File: config.mk
export PLATFORM = sky130hd
export DESIGN_NAME = bal_sweep
export DESIGN_NICKNAME = d
export VERILOG_FILES = /design/src/bal_pkg.sv /design/src/bal_sweep.sv
export SDC_FILE = /design/constraint.sdc
export NUM_CORES = 1
export LEC_CHECK = 0
export ABC_AREA = 1
export BUFFER_PORTS_ARGS = -buffer_cell sky130_fd_sc_hd__buf_2
export CAP_MARGIN = 20
export CORE_ASPECT_RATIO = 0.75
export CORE_MARGIN = 2
export CORE_UTILIZATION = 57
export CTS_BUF_LIST = sky130_fd_sc_hd__clkbuf_4 sky130_fd_sc_hd__clkbuf_8 sky130_fd_sc_hd__clkbuf_16
export CTS_CLUSTER_SIZE = 24
export DETAILED_ROUTE_END_ITERATION = 10
export HOLD_SLACK_MARGIN = 0.12
export PLACE_DENSITY = 0.82
export SLEW_MARGIN = 0
export SYNTH_ARGS = -nofsm -noshare
export SYNTH_HDL_FRONTEND = slang
export SYNTH_SLANG_ARGS = --single-unit
File: constraint.sdc
create_clock -name clk -period 26.9 [get_ports clk]
set_input_delay 5.38 -clock clk [delete_from_list [all_inputs] [get_ports clk]]
set_output_delay 5.38 -clock clk [all_outputs]
set_load 0.02 [all_outputs]
File: src/bal_pkg.sv
// Shared types and constants for the bounded array list.
// No dependencies; imported by every module of the block.
`default_nettype none

package bal_pkg;

	localparam int DW  = 32;              // entry width
	localparam int PW  = 6;               // position field width
	localparam int CW  = 7;               // count / limit width
	localparam int OPW = 3;               // operation code width
	localparam int GRP = 8;               // cells examined per sweep step
	localparam int FW  = $clog2(GRP);     // index width within a group

	localparam logic [CW-1:0] MAX_RESET = 7'd64;

	typedef logic [DW-1:0] word_t;

	typedef enum logic [OPW-1:0] {
		OP_SEARCH = 3'd0,
		OP_READ   = 3'd1,
		OP_APPEND = 3'd2,
		OP_INSERT = 3'd3,
		OP_REMOVE = 3'd4
	} op_t;

	typedef enum logic {
		ST_IDLE,
		ST_SWEEP
	} state_t;

	// broadcast to every cell in the chain
	typedef struct packed {
		logic            append_en;
		logic            insert_en;
		logic            remove_en;
		logic [PW-1:0]   pos;
		logic [CW-1:0]   cnt;
		word_t           value;
	} cell_ctl_t;

	// per-cell status back to the top
	typedef struct packed {
		logic match;
		logic at_pos;
	} cell_stat_t;

	// sweep unit status
	typedef struct packed {
		logic          any;
		logic          hit;
		logic [PW-1:0] idx;
	} sweep_stat_t;

endpackage

`default_nettype wire

File: src/bal_sweep.sv
// Group-wise sweep over a captured hit vector: finds the first set bit and
// hands out the word of that group. Depends on bal_pkg.
`default_nettype none

module bal_sweep
	import bal_pkg::*;
#(
	parameter int NG = 8,
	parameter int BW = 6
) (
	input  wire logic                 clk,
	input  wire logic                 load,
	input  wire logic                 step,
	input  wire logic [NG*GRP-1:0]    mv_in,
	input  wire word_t                gw_in [NG],
	output sweep_stat_t               stat,
	output word_t                     word
);

	localparam int MW = NG * GRP;

	logic [MW-1:0]   mv_q;
	word_t           gw_q [NG];
	logic [BW-1:0]   base_q;
	logic [GRP-1:0]  low;
	logic [FW-1:0]   ffs;
	logic [BW-1:0]   idx;
	logic [BW+PW-1:0] idx_ext;

	always_ff @(posedge clk) begin
		if (load) begin
			mv_q   <= mv_in;
			gw_q   <= gw_in;
			base_q <= '0;
		end else if (step) begin
			mv_q   <= mv_q >> GRP;
			for (int g = 0; g < NG - 1; g++) begin
				gw_q[g] <= gw_q[g + 1];
			end
			gw_q[NG-1] <= '0;
			base_q <= base_q + BW'(GRP);
		end
	end

	// first set bit of the group at the bottom of the vector
	assign low = mv_q[GRP-1:0];
	always_comb begin
		ffs = '0;
		for (int i = GRP - 1; i >= 0; i--) begin
			if (low[i]) begin
				ffs = FW'(i);
			end
		end
	end

	assign idx      = base_q + BW'(ffs);
	assign idx_ext  = {{PW{1'b0}}, idx};
	assign stat.any = |mv_q;
	assign stat.hit = |low;
	assign stat.idx = idx_ext[PW-1:0];
	assign word     = gw_q[0];

endmodule

`default_nettype wire

Word-level counts from Yosys, hierarchy flattened. Cells that the tools add are included.

Register bits after elaboration: 326. Output and inout port bits: 40.

Add/sub/neg operators: 2. Muxes and demuxes: 12. Reduce and logical (&&, ||, !) cells: 3.

Operators by type and width (count): two-way mux 256 bit (2); two-way mux 64 bit (2); OR reduction 64 bit (1); two-way mux 3 bit (8); OR reduction 8 bit (1); adder 6 x 3 -> 6 bit (1); adder 6 x 4 -> 6 bit, second input constant (1); nonzero test 2 bit (1).

Logic depth before layout (Yosys ltp).
Word-level depth: 9. Depth in mapped cells: 7.

Least setup slack after synthesis. OpenSTA, ideal clock, no wires.

Path kind: input-to-reg. Start: input load. End: register gw_q[0] (netlist name) (enable). Arrival: 10.970 ns. Required time: 24.491 ns. Setup slack: 13.521 ns. Cell stages on the path: 4. Path buffers: 2. Cell sequence: buf_4 -> inv_4 -> buf_2 -> nand2_1.

Cells in the longest elaborated chain, start to end: 1.

Ends and longest elaborated chain: start, declared (line bal_sweep.sv:12) `input wire logic load,`; nonzero test 2 bit (no source line); end signal, assigned (line bal_sweep.sv:33) `gw_q <= gw_in;`; end signal, assigned by index (line bal_sweep.sv:38) `gw_q[g] <= gw_q[g + 1];`; end, declared (line bal_sweep.sv:23) `word_t gw_q [NG];`.

No other way between the ends. A chain may end at the register's enable or synchronous reset.

Final worst setup path.
Start: input load. End: register gw_q, in the netlist word[30] (enable).

The elaborated chain is that of the path after synthesis.

==> impl_metrics.yaml <==
status:
  outcome: "finished clean"
critical_path:
  cp-end-kind: "flop"
  arrival_ns: 8.05
  reg2reg_to: "mv_q[8]"
  cp_cell_sequence: "buf_8 > inv_8 > nand2_4 > buf_4"
  r2r-start: "mv_q[16]"
  path_depth: 4
  reg2regPathDepth: 2
  crit_buf_inv: 3
  crit_family: "buffers and inverters"
  rrSetupSlack_ns: 26.01
  start_kind: "input pin"
  critPathSlowestCell: "buf_4"
  worst_path_largest_cell_delay_ns: 0.93
  critical_path_required_ns: 27.06
  critPathMaxFanout: 154
  criticalPathCategory: "input pin to flop"
layout:
  multiInputGateArea_um2: 3581
  drive_gt1_share_pct: 24.20
  final_nets: 2053
  layout_commonest_cell: "nand2_1"
  area_growth_pct: 18.62
  area.sequential_um2: 9669
  fillers: 1852
  most-common-layout-cells: "nand2_1, buf_2, edfxtp_1"
  post-route-util_pct: 68.29
timing:
  finalHoldViolations: 0
  fin_crit_ns: 7.889
  setup_viol_count_final: 0
  tightest_slew_ns: 1.076
  rsz0062_at_grt: "false"
  post-route-period-util_pct: 29.33
  maxSlewHeadroom_pct: 28.24
  slew_violations: 0
  fmax_ghz: 0.1268
  fin_setup_tns_ns: 0
  skew_ns: 0.01763
routing:
  via_per_inst: 4.832
  wl_per_cell_um: 14.61
  drt-total-wl_mm: 30.67
  vias: 10143
  firstDrtPassIters: 7
  ant_nets: 0
  drt_iter0_markers: 744
  drcViolationCount: 0
floorplan:
  die_x_um: 186.4
  rows: 50
  ios: 363
  die_area_um2: 26250
  start_util_pct: 57.57
  coreArea_um2: 24710
  die_y_um: 140.8
clock_network:
  htree_levels: 1
  cts_buffers: 31
  cts_resized: 0
  cts_tree: "done"
  cts_hold_buf: 0
  post_cts_buffers: 0
  clk_latency_ns: 0.55
  clkSlewWorstSetupHoldPaths_ns: 0.06
  cts-root-buf: "clkbuf_16"
  cts_buffer_depth: 3
  clock_sinks: 323
global_routing:
  grt_start_max_net_pins: 155
  grt_usage_pct: 22.69
  grt_pass1_wl_mm: 47.52
  grt_pass1_vias: 9718
  grt_overflow: 0
  antenna_found_initial: 10
logic_synthesis:
  avgSynthCellArea_um2: 9.984
  ys_ff_latch: 323
  ys_seq_area_share_pct: 67.96
  synth_area_um2: 14230
  yosysTopAreaCell: "edfxtp_1"
  yosys_warnings: 0
  synthTopCellsByArea: "edfxtp_1, nand2_1, buf_4"
  syn-num-nets: 1749
  yosysUniqueCellTypes: 17
  synthCells: 1425
  synth_top_area_share_pct: 67.54
power_and_ir_drop:
  leakagePower_nw: 8.365
  power_density_nw_per_um2: 69.41
  ir_drop_uv: 43.93
  total_power_mw: 1.171
min_path:
  hold_end: "gw_q[140]"
  hold_class: "flop to flop"
  hold-path-cell-count: 2
  hold_path_startpoint: "gw_q[108]"
placed_design:
  dpl.hpwl_mm: 21.09
  portBuffers: 362
  gp_congestion: 0.8540
flow_run:
  maxCapViolCount: 0
[power by group]
part | total [mW] | switching (mW) | internal, mW
Combinational | 0.114 | 0.0707 | 0.0430
Sequential | 0.630 | 0.0158 | 0.615
Clock | 0.427 | 0.174 | 0.253
Total | 1.17 | 0.261 | 0.910
[Yosys cell counts]
cell type and number:
buf_2 23, xnor2_1 1, nand3_1 11, inv_1 66, dfxtp_1 3, a31oi_1 1, inv_4 1, buf_6 13
ha_1 1, a21boi_0 1, nand2_1 863, o21ai_0 19, buf_4 62, edfxtp_1 320, clkbuf_1 1, nor2_1 37
a21oi_1 2
[layout make-up]
class                      count  share of cell area, %
multi-input combinational    936                  21.22
inverter                      67                  1.535
clock inverter                13                 0.8378
sequential                   323                  57.30
clock buffer                  43                  5.130
tap                          338                  2.506
timing repair buffer         370                  11.34
antenna                        9                 0.1335
[worst register-to-register path, delay by kind of cell (launching register included)]
| kind | cells | cell delay, ns |
|---|---|---|
| DFF | 1 | 0.36 |
| buffers and inverters | 1 | 0.09 |
| AOI/OAI and AO/OA | 1 | 0.12 |
[how the worst max path moves through the flow]
stage                     slack (ns)  startpoint  endpoint
after floorplan                13.52        load   gw_q[0]
after global placement         18.55        load  mv_q[60]
after detailed placement       18.45        load  mv_q[56]
after CTS                      19.02        load  gw_q[77]
after global routing           18.83        load  word[20]
final                          19.01        load  word[30]
[stage by stage]
stage                     area (µm²)  setup slack [ns]  hold WS [ns]  cells
final                          16880             19.01        0.5035   2099
after global routing           16870             18.83        0.5201   2098
after CTS                      16810             19.02        0.5071   2088
after detailed placement       15800             18.45        0.4956   2032
after global placement         15800             18.55        0.4859   2032
after floorplan                14230             13.52        0.4874   1425
[per-layer routing]
layer,vias to the layer above,GRT usage (%),share of wire (%)
met5,-,0,0.046
met4,2,8.126,3.3
met3,75,4.605,7.1
met2,402,36.92,47
met1,4541,30.76,43
li1,5123,-,-
[cells by family (layout without fill, tap and decap cells)]
kind of cell	after synthesis	after routing	synth area share [%]
adder cells (fa/ha/maj)	1	1	0.08793
flip-flops	323	323	67.96
buffers and inverters	166	493	6.921
AND/OR/NAND/NOR	911	911	24.13
AO/OA/AOI/OAI	23	23	0.8355
XOR/XNOR	1	1	0.06157
other	0	9	0
[sequential cells by signal, summed over array words and instances, names as in the netlist]
signal  flops
gw_q      224
mv_q       64
word       32
base_q      3
Note: power is estimated with default switching activity, not from simulation.
