[src/bal_pkg.sv]
// Shared types and constants for the bounded array list.
// No dependencies; imported by every module of the block.
`default_nettype none

package bal_pkg;

	localparam int DW  = 32;              // entry width
	localparam int PW  = 6;               // position field width
	localparam int CW  = 7;               // count / limit width
	localparam int OPW = 3;               // operation code width
	localparam int GRP = 8;               // cells examined per sweep step
	localparam int FW  = $clog2(GRP);     // index width within a group

	localparam logic [CW-1:0] MAX_RESET = 7'd64;

	typedef logic [DW-1:0] word_t;

	typedef enum logic [OPW-1:0] {
		OP_SEARCH = 3'd0,
		OP_READ   = 3'd1,
		OP_APPEND = 3'd2,
		OP_INSERT = 3'd3,
		OP_REMOVE = 3'd4
	} op_t;

	typedef enum logic {
		ST_IDLE,
		ST_SWEEP
	} state_t;

	// broadcast to every cell in the chain
	typedef struct packed {
		logic            append_en;
		logic            insert_en;
		logic            remove_en;
		logic [PW-1:0]   pos;
		logic [CW-1:0]   cnt;
		word_t           value;
	} cell_ctl_t;

	// per-cell status back to the top
	typedef struct packed {
		logic match;
		logic at_pos;
	} cell_stat_t;

	// sweep unit status
	typedef struct packed {
		logic          any;
		logic          hit;
		logic [PW-1:0] idx;
	} sweep_stat_t;

endpackage

`default_nettype wire

[src/bal_cell.sv]
// One storage cell of the list chain: holds one entry, shifts with neighbours.
// Depends on bal_pkg.
`default_nettype none

module bal_cell
	import bal_pkg::*;
#(
	parameter int IDX = 0,
	parameter int XW  = 7
) (
	input  wire logic       clk,
	input  wire cell_ctl_t  ctl,
	input  wire word_t      left,
	input  wire word_t      right,
	output word_t           data,
	output cell_stat_t      stat
);

	localparam logic [XW-1:0] MY = XW'(IDX);

	word_t          data_q;
	word_t          data_d;
	logic [XW-1:0]  pos_x;
	logic [XW-1:0]  cnt_x;

	assign pos_x = XW'(ctl.pos);
	assign cnt_x = XW'(ctl.cnt);

	always_comb begin
		data_d = data_q;
		priority if (ctl.append_en && MY == cnt_x) begin
			data_d = ctl.value;
		end else if (ctl.insert_en && MY == pos_x) begin
			data_d = ctl.value;
		end else if (ctl.insert_en && MY > pos_x) begin
			data_d = left;
		end else if (ctl.remove_en && MY >= pos_x) begin
			data_d = right;
		end else begin
			data_d = data_q;
		end
	end

	always_ff @(posedge clk) begin
		data_q <= data_d;
	end

	assign data        = data_q;
	assign stat.match  = (data_q == ctl.value) && (MY < cnt_x);
	assign stat.at_pos = (MY == pos_x);

endmodule

`default_nettype wire

[config.mk]
export PLATFORM = sky130hd
export DESIGN_NAME = bal_cell
export DESIGN_NICKNAME = d
export VERILOG_FILES = /design/src/bal_pkg.sv /design/src/bal_cell.sv
export SDC_FILE = /design/constraint.sdc
export NUM_CORES = 1
export LEC_CHECK = 0
export BUFFER_PORTS_ARGS = -buffer_cell sky130_fd_sc_hd__buf_2
export CAP_MARGIN = 20
export CORE_UTILIZATION = 36
export CTS_BUF_LIST = sky130_fd_sc_hd__clkbuf_16
export DETAILED_ROUTE_END_ITERATION = 16
export PLACE_DENSITY = 0.83
export REMOVE_ABC_BUFFERS = 1
export SLEW_MARGIN = 40
export SYNTH_ARGS = -nofsm -noshare
export SYNTH_HDL_FRONTEND = slang
export SYNTH_SLANG_ARGS = --single-unit
[constraint.sdc]
create_clock -name clk -period 2.5 [get_ports clk]
set_input_delay 0.25 -clock clk [delete_from_list [all_inputs] [get_ports clk]]
set_output_delay 0.25 -clock clk [all_outputs]
set_load 0.02 [all_outputs]
Word level (Yosys, flattened, before mapping) --
Cells that the tools add are included.
Storage, ports and cells: flip-flop bits (word level) 32, input bits 113, output and inout port bits 34, logic and storage cells 17
Operators by class: $lt $le $gt $ge 3, eq/ne operators 1, multiplexer cells 4, reductions and logical operators 8
Operators with widths (number):
- 32-bit two-way mux | 4
- 32-bit equality test | 1
- 7-bit zero test | 2
- 1-bit by 7-bit < comparator with 1-bit output (first input constant) | 1
- 1-bit by 6-bit >= comparator with 1-bit output (first input constant) | 1
- 1-bit by 6-bit > comparator with 1-bit output (first input constant) | 1
- 1-bit logical AND | 5
- 4-bit nonzero test | 1

Depth between registers and ports, before layout --
Gate-level depths: netlist of the first run.
depth after elaboration 6, depth in mapped cells 6

Worst setup path before layout of the first run --
Ideal clock, no wire load.
path type in2reg, start in ctl[40] in the netlist's numbering, end reg data_q[0] (netlist: data[0]) (enable), library setup time 0.388 ns, arrival 2.223 ns, required time 2.112 ns, path slack -0.111 ns, stages on the path 6, cell sequence or4_4 > nor3_4 > a22o_1 > buf_6 > buf_12 > a21o_1
RTL lines:
- from (decl) | RTL line bal_cell.sv:12 | input wire cell_ctl_t ctl,
- to (signal assigned) | RTL line bal_cell.sv:45 | data_q <= data_d;
- to (decl) | RTL line bal_cell.sv:21 | word_t data_q;

==> impl_metrics.json, run 1 <==
{
  "ir_worst_vdd_uv": 226,
  "clock-sinks": 32,
  "dp_slack_ns": 0.190,
  "io_buffers": 114,
  "syn_inst": 117,
  "firstDrtPassIters": 4,
  "cts_setup_buffers": 0,
  "routedWlPerCell_um": 13.0,
  "start_kind": "flop",
  "dieArea_um2": 5610,
  "yosys.area.top_type": "edfxtp_1",
  "max-clock-path-buffers": 2,
  "ys_top_cells_by_area": "edfxtp_1, mux2_4, xor2_1, buf_12, nor4_1",
  "cts_resized": 0,
  "cts_root_buf": "clkbuf_16",
  "finalSetupViolations": 0,
  "crit_path_max_fanout": 2,
  "cts_tree": "done",
  "worstHoldPathType": "in -> reg",
  "end_kind": "primary output",
  "rows": 26,
  "die_w_um": 74.9,
  "core_um2": 5110,
  "syn_avg_cell_area_um2": 16.4,
  "diodes": 0,
  "area_growth_pct": 41.1,
  "gp_congestion": 0.740,
  "maxCapViolCount": 0,
  "postLayoutCellArea_um2": 2700,
  "slew_headroom_pct": 72.2,
  "overflow": 0,
  "fin_total_pwr_mw": 1.35,
  "ys_ff_latch": 32,
  "vias": 1421,
  "p_leak_nw": 1.21,
  "vias_per_cell": 4.60,
  "tightest_slew_ns": 0.414,
  "p_per_area_nw_per_um2": 500,
  "die_h_um": 74.9,
  "fillers": 437,
  "critical_path_class": "reg -> out",
  "drive_gt1_share_pct": 66.5,
  "clock.fmax_mhz": 494,
  "hold_buffers": 0,
  "netlist_area_um2": 1910,
  "drtIter0Drc": 32,
  "setup_ws_ns": 0.476,
  "yosys.area.top_type_share_pct": 50.2,
  "initial_core_util_pct": 37.5,
  "grt_pass1_vias": 1389,
  "grt_max_degree": 25,
  "yosys_warnings": 0,
  "grt.total_usage_pct": 14.2,
  "grt_setup_unrepaired": "no",
  "largest_register_ffs": 32,
  "clkTransAtPathRegs_ns": 0.05,
  "drv_slew": 0,
  "fin_crit_sh_pct": 81.0,
  "dpl.hpwl_um": 3250,
  "cp.required_ns": 2.25,
  "grt_pass1_wl_um": 5910,
  "antenna_found_initial": 0,
  "outcome": "finished, final reports clean",
  "hold_viol_final": 0,
  "ys_types": 16,
  "wl_um": 4010,
  "fin_util_pct": 52.9,
  "post-route-min-period_ns": 2.02,
  "ys_seq_area_share_pct": 50.2,
  "io_pins": 147,
  "drtAntennaViolNets": 0,
  "ctsHtreeMaxLevel": 2,
  "drc": 0,
  "dpl_cell_area_um2": 2560,
  "cts_inserted_buffers": 5,
  "finalNetCount": 351,
  "critPathArrivalTime_ns": 1.77
}
## final timing paths
path	startpoint	to	slack, ns	cells past startpoint
hold / removal	right[0]	data[0]$_DFFE_PP_	0.27	2
setup / recovery	data[22]$_DFFE_PP_	stat[1]	0.48	5
## worst max-delay path, cell delays in order (launching register included)
cell and delay, ns:
edfxtp_1 0.40, xor2_1 0.16, nor4_1 0.36, nand3_1 0.15
nor4_1 0.22, buf_2 0.21
## through the flow
stage,cells,hold WS (ns),setup TNS (ns)
detailed placement,301,0.537,0
floorplan,113,0.451,-44.89
CTS,309,0.260,0
global placement,301,0.532,0
finish,309,0.267,0
global route,309,0.266,0
## power by group
| part | switching [mW] | internal (mW) | total, mW |
|---|---|---|---|
| Combinational | 0.0683 | 0.105 | 0.173 |
| Clock | 0.204 | 0.365 | 0.570 |
| Sequential | 0.00537 | 0.602 | 0.607 |
| Total | 0.278 | 1.07 | 1.35 |
## layout by cell type (no fill, tap or decap)
master | netlist | layout
buf_4 | 0 | 2
nor4_1 | 8 | 8
clkinv_2 | 0 | 2
xnor2_1 | 4 | 4
mux2_1 | 3 | 3
nand3_1 | 1 | 1
clkinv_4 | 0 | 1
or4_4 | 1 | 1
edfxtp_1 | 32 | 32
a21o_1 | 1 | 1
a22o_2 | 0 | 1
nand4_1 | 2 | 2
xor2_1 | 28 | 28
nor4_2 | 1 | 1
buf_12 | 3 | 2
mux2_4 | 29 | 29
or4_1 | 1 | 1
buf_2 | 0 | 114
clkbuf_16 | 0 | 5
nor3_4 | 1 | 1
## cells in the mapped netlist, drive strengths merged
cell / n
nor4: 9
edfxtp: 32
nand3: 1
xor2: 28
or4: 2
buf: 4
mux2: 32
a21o: 1
a22o: 1
xnor2: 4
nand4: 2
nor3: 1
## routing by layer
metal  routed length [um]  global-route usage (%)  vias to the layer above  part of all wire [%]
met5                    0                       0                        -                     0
met2                 2000                    25.7                       71                    50
met4                  116                    7.13                        0                   2.9
li1                     -                       -                      688                     -
met1                 1620                    15.2                      652                    40
met3                  268                    3.88                       10                   6.7
## area by class of cell
| type | count | area, um2 | area share (%) |
|---|---|---|---|
| Sequential cell | 32 | 961 | 35.6 |
| Multi-Input combinational cell | 81 | 882 | 32.7 |
| Timing Repair Buffer | 118 | 626 | 23.2 |
| Clock buffer | 5 | 125 | 4.63 |
| Tap cell | 70 | 87.6 | 3.24 |
| Clock inverter | 3 | 18.8 | 0.695 |
## cells by family (layout without fill, tap and decap cells)
group / count (synthesis) / in the layout / share of synthesized area [%]
compound gates: 2 / 2 / 0.850
buf+inv: 4 / 126 / 3.73
simple gates: 15 / 15 / 6.02
flops: 32 / 32 / 50.2
mux: 32 / 32 / 24.5
xor+xnor: 32 / 32 / 14.7
No activity file was read; power rests on OpenSTA's default activity.
==> run 2, diff against run 1 <==
--- a/config.mk
+++ b/config.mk
@@ -5,9 +5,10 @@
 export SDC_FILE = /design/constraint.sdc
 export NUM_CORES = 1
 export LEC_CHECK = 0
+export ABC_AREA = 1
 export BUFFER_PORTS_ARGS = -buffer_cell sky130_fd_sc_hd__buf_2
 export CAP_MARGIN = 20
-export CORE_UTILIZATION = 36
+export CORE_UTILIZATION = 37
 export CTS_BUF_LIST = sky130_fd_sc_hd__clkbuf_16
 export DETAILED_ROUTE_END_ITERATION = 16
 export PLACE_DENSITY = 0.83
==> constraint.sdc (replaced) <==
create_clock -name clk -period 1.75 [get_ports clk]
set_input_delay 0.175 -clock clk [delete_from_list [all_inputs] [get_ports clk]]
set_output_delay 0.175 -clock clk [all_outputs]
set_load 0.02 [all_outputs]
==> run 2 against run 1 <==
Wire length grew 20%. Area after synthesis grew 7.5%. Global-route usage grew 2.6 points. Cell area grew 5.2%. Critical endpoint unchanged. Die area grew 4.4%. Worst hold slack lost 0.098 ns.
==> impl_metrics.json, run 2 <==
{
  "finalNetCount": 497,
  "drc": 0,
  "drtIter0Drc": 70,
  "async_flop_share_pct": 0,
  "synthTopCellsByCount": "nand2_1, inv_1, edfxtp_1",
  "outcome": "finished, final reports clean",
  "grt_max_degree": 51,
  "seqCellArea_um2": 961,
  "finalSetupViolations": 0,
  "core_um2": 5240,
  "final_cell_mix": "nand2_1, buf_2, inv_1",
  "ir_worst_vdd_uv": 337,
  "drive_gt1_share_pct": 38.2,
  "ctsHtreeMaxLevel": 2,
  "crit_path_max_fanout": 3,
  "yosys_warnings": 0,
  "ys_types": 15,
  "cts_root_buf": "clkbuf_16",
  "ys_top_cells_by_area": "edfxtp_1, nand2_1, o21ai_2, inv_1, xnor2_1",
  "diodes": 0,
  "wl_met1_um": 2190,
  "multi_input_area_um2": 891,
  "grt_pass1_wl_um": 7910,
  "drv_slew": 0,
  "end_kind": "primary output",
  "yosys.area.top_type_share_pct": 46.7,
  "ys_seq_area_share_pct": 46.7,
  "vias": 1998,
  "wl_um": 4810,
  "netlist_area_um2": 2060,
  "cts_resized": 0,
  "synth_most_common_cell": "nand2_1",
  "io_buffers": 114,
  "overflow": 0,
  "routedWlPerCell_um": 10.6,
  "drtAntennaViolNets": 0,
  "grt_pass1_vias": 1873,
  "maxCapViolCount": 0,
  "dpl.hpwl_um": 3730,
  "hold_viol_final": 0,
  "cp.required_ns": 1.57,
  "cts_tree": "done",
  "grt.total_usage_pct": 16.8,
  "die_h_um": 76.5,
  "post-route-min-period_ns": 1.64,
  "max-clock-path-buffers": 2,
  "synth-main-ff-cell": "edfxtp_1",
  "cts_setup_buffers": 0,
  "fin_crit_sh_pct": 93.6,
  "final_common_cell": "nand2_1",
  "fin_hold_ws_ns": 0.169,
  "tightest_slew_ns": 0.252,
  "cts_inserted_buffers": 5,
  "p_per_area_nw_per_um2": 677,
  "synth-edff-count": 32,
  "clock-sinks": 32,
  "gp_congestion": 0.757,
  "area_growth_pct": 38.2,
  "antenna_found_initial": 0,
  "dieArea_um2": 5860,
  "fillers": 514,
  "syn_avg_cell_area_um2": 7.73,
  "syn_inst": 266,
  "slew_headroom_pct": 83.2,
  "yosys.area.top_type": "edfxtp_1",
  "ys_ff_latch": 32,
  "io_pins": 147,
  "top_layer_used": "met4",
  "rows": 26,
  "start_kind": "flop",
  "largest_register_ffs": 32,
  "grt_setup_unrepaired": "yes",
  "firstDrtPassIters": 4,
  "initial_core_util_pct": 39.2,
  "vias_per_cell": 4.39,
  "worstHoldPathType": "in -> reg",
  "die_w_um": 76.5,
  "clkTransAtPathRegs_ns": 0.05,
  "clock.fmax_mhz": 611,
  "setup_ws_ns": 0.113,
  "p_leak_nw": 1.53,
  "wl_met2_um": 2340,
  "wl_met3_um": 247,
  "dp_slack_ns": 0.320,
  "critical_path_class": "reg -> out",
  "hold_buffers": 0,
  "critPathArrivalTime_ns": 1.46
}
-- run 2: logic make-up after synthesis --
kind of cell / after synthesis / synth area share, %
simple gates: 155 / 29.1
xor+xnor: 12 / 5.11
compound gates: 23 / 8.89
buf+inv: 44 / 10.2
flops: 32 / 46.7
-- run 2: where the power goes --
group	total, mW	internal [mW]	switching, mW
sequential	0.869	0.861	0.00804
clock	0.790	0.510	0.280
combinational	0.265	0.130	0.135
total	1.92	1.50	0.424
-- run 2: routing by layer --
metal	vias up	track usage [%]
met5	-	0
met4	0	6.15
met3	2	2.87
met2	73	29.9
met1	867	20.2
li1	1056	-
-- run 2: worst paths after layout --
path | start | endpoint | slack [ns] | cells past startpoint
min | right[14] | data[14]$_DFFE_PP_ | 0.17 | 3
max | data[4]$_DFFE_PP_ | stat[1] | 0.11 | 8
-- run 2: critical path, stage by stage, from the launching register on --
cell and delay [ns]:
edfxtp_1 0.40, nand2_1 0.07, o21ai_1 0.06, nor2_1 0.11
nand2_1 0.09, nor2_2 0.12, nand3_1 0.08, nor2_1 0.11
buf_4 0.15
-- run 2: stage by stage --
step           util [%]  instances  instance area, um2  TNS, ns  power [mW]
2_1_floorplan         -        260                1990   -10.45        1.02
3_3_place_gp       51.5        447                2700        0        1.14
3_5_place_dp       51.5        447                2700        0        1.15
4_1_cts            54.1        455                2830        0        1.95
5_1_grt            54.3        455                2840  -0.0236        2.02
6_report           54.3        455                2840        0        1.92
-- run 2: layout make-up --
class,instances,share of cell area (%)
Clock buffer,5,4.40
Clock inverter,3,0.396
Inverter,38,5.11
Multi-Input combinational cell,190,31.4
Sequential cell,32,33.8
Tap cell,70,3.08
Timing Repair Buffer,117,21.8
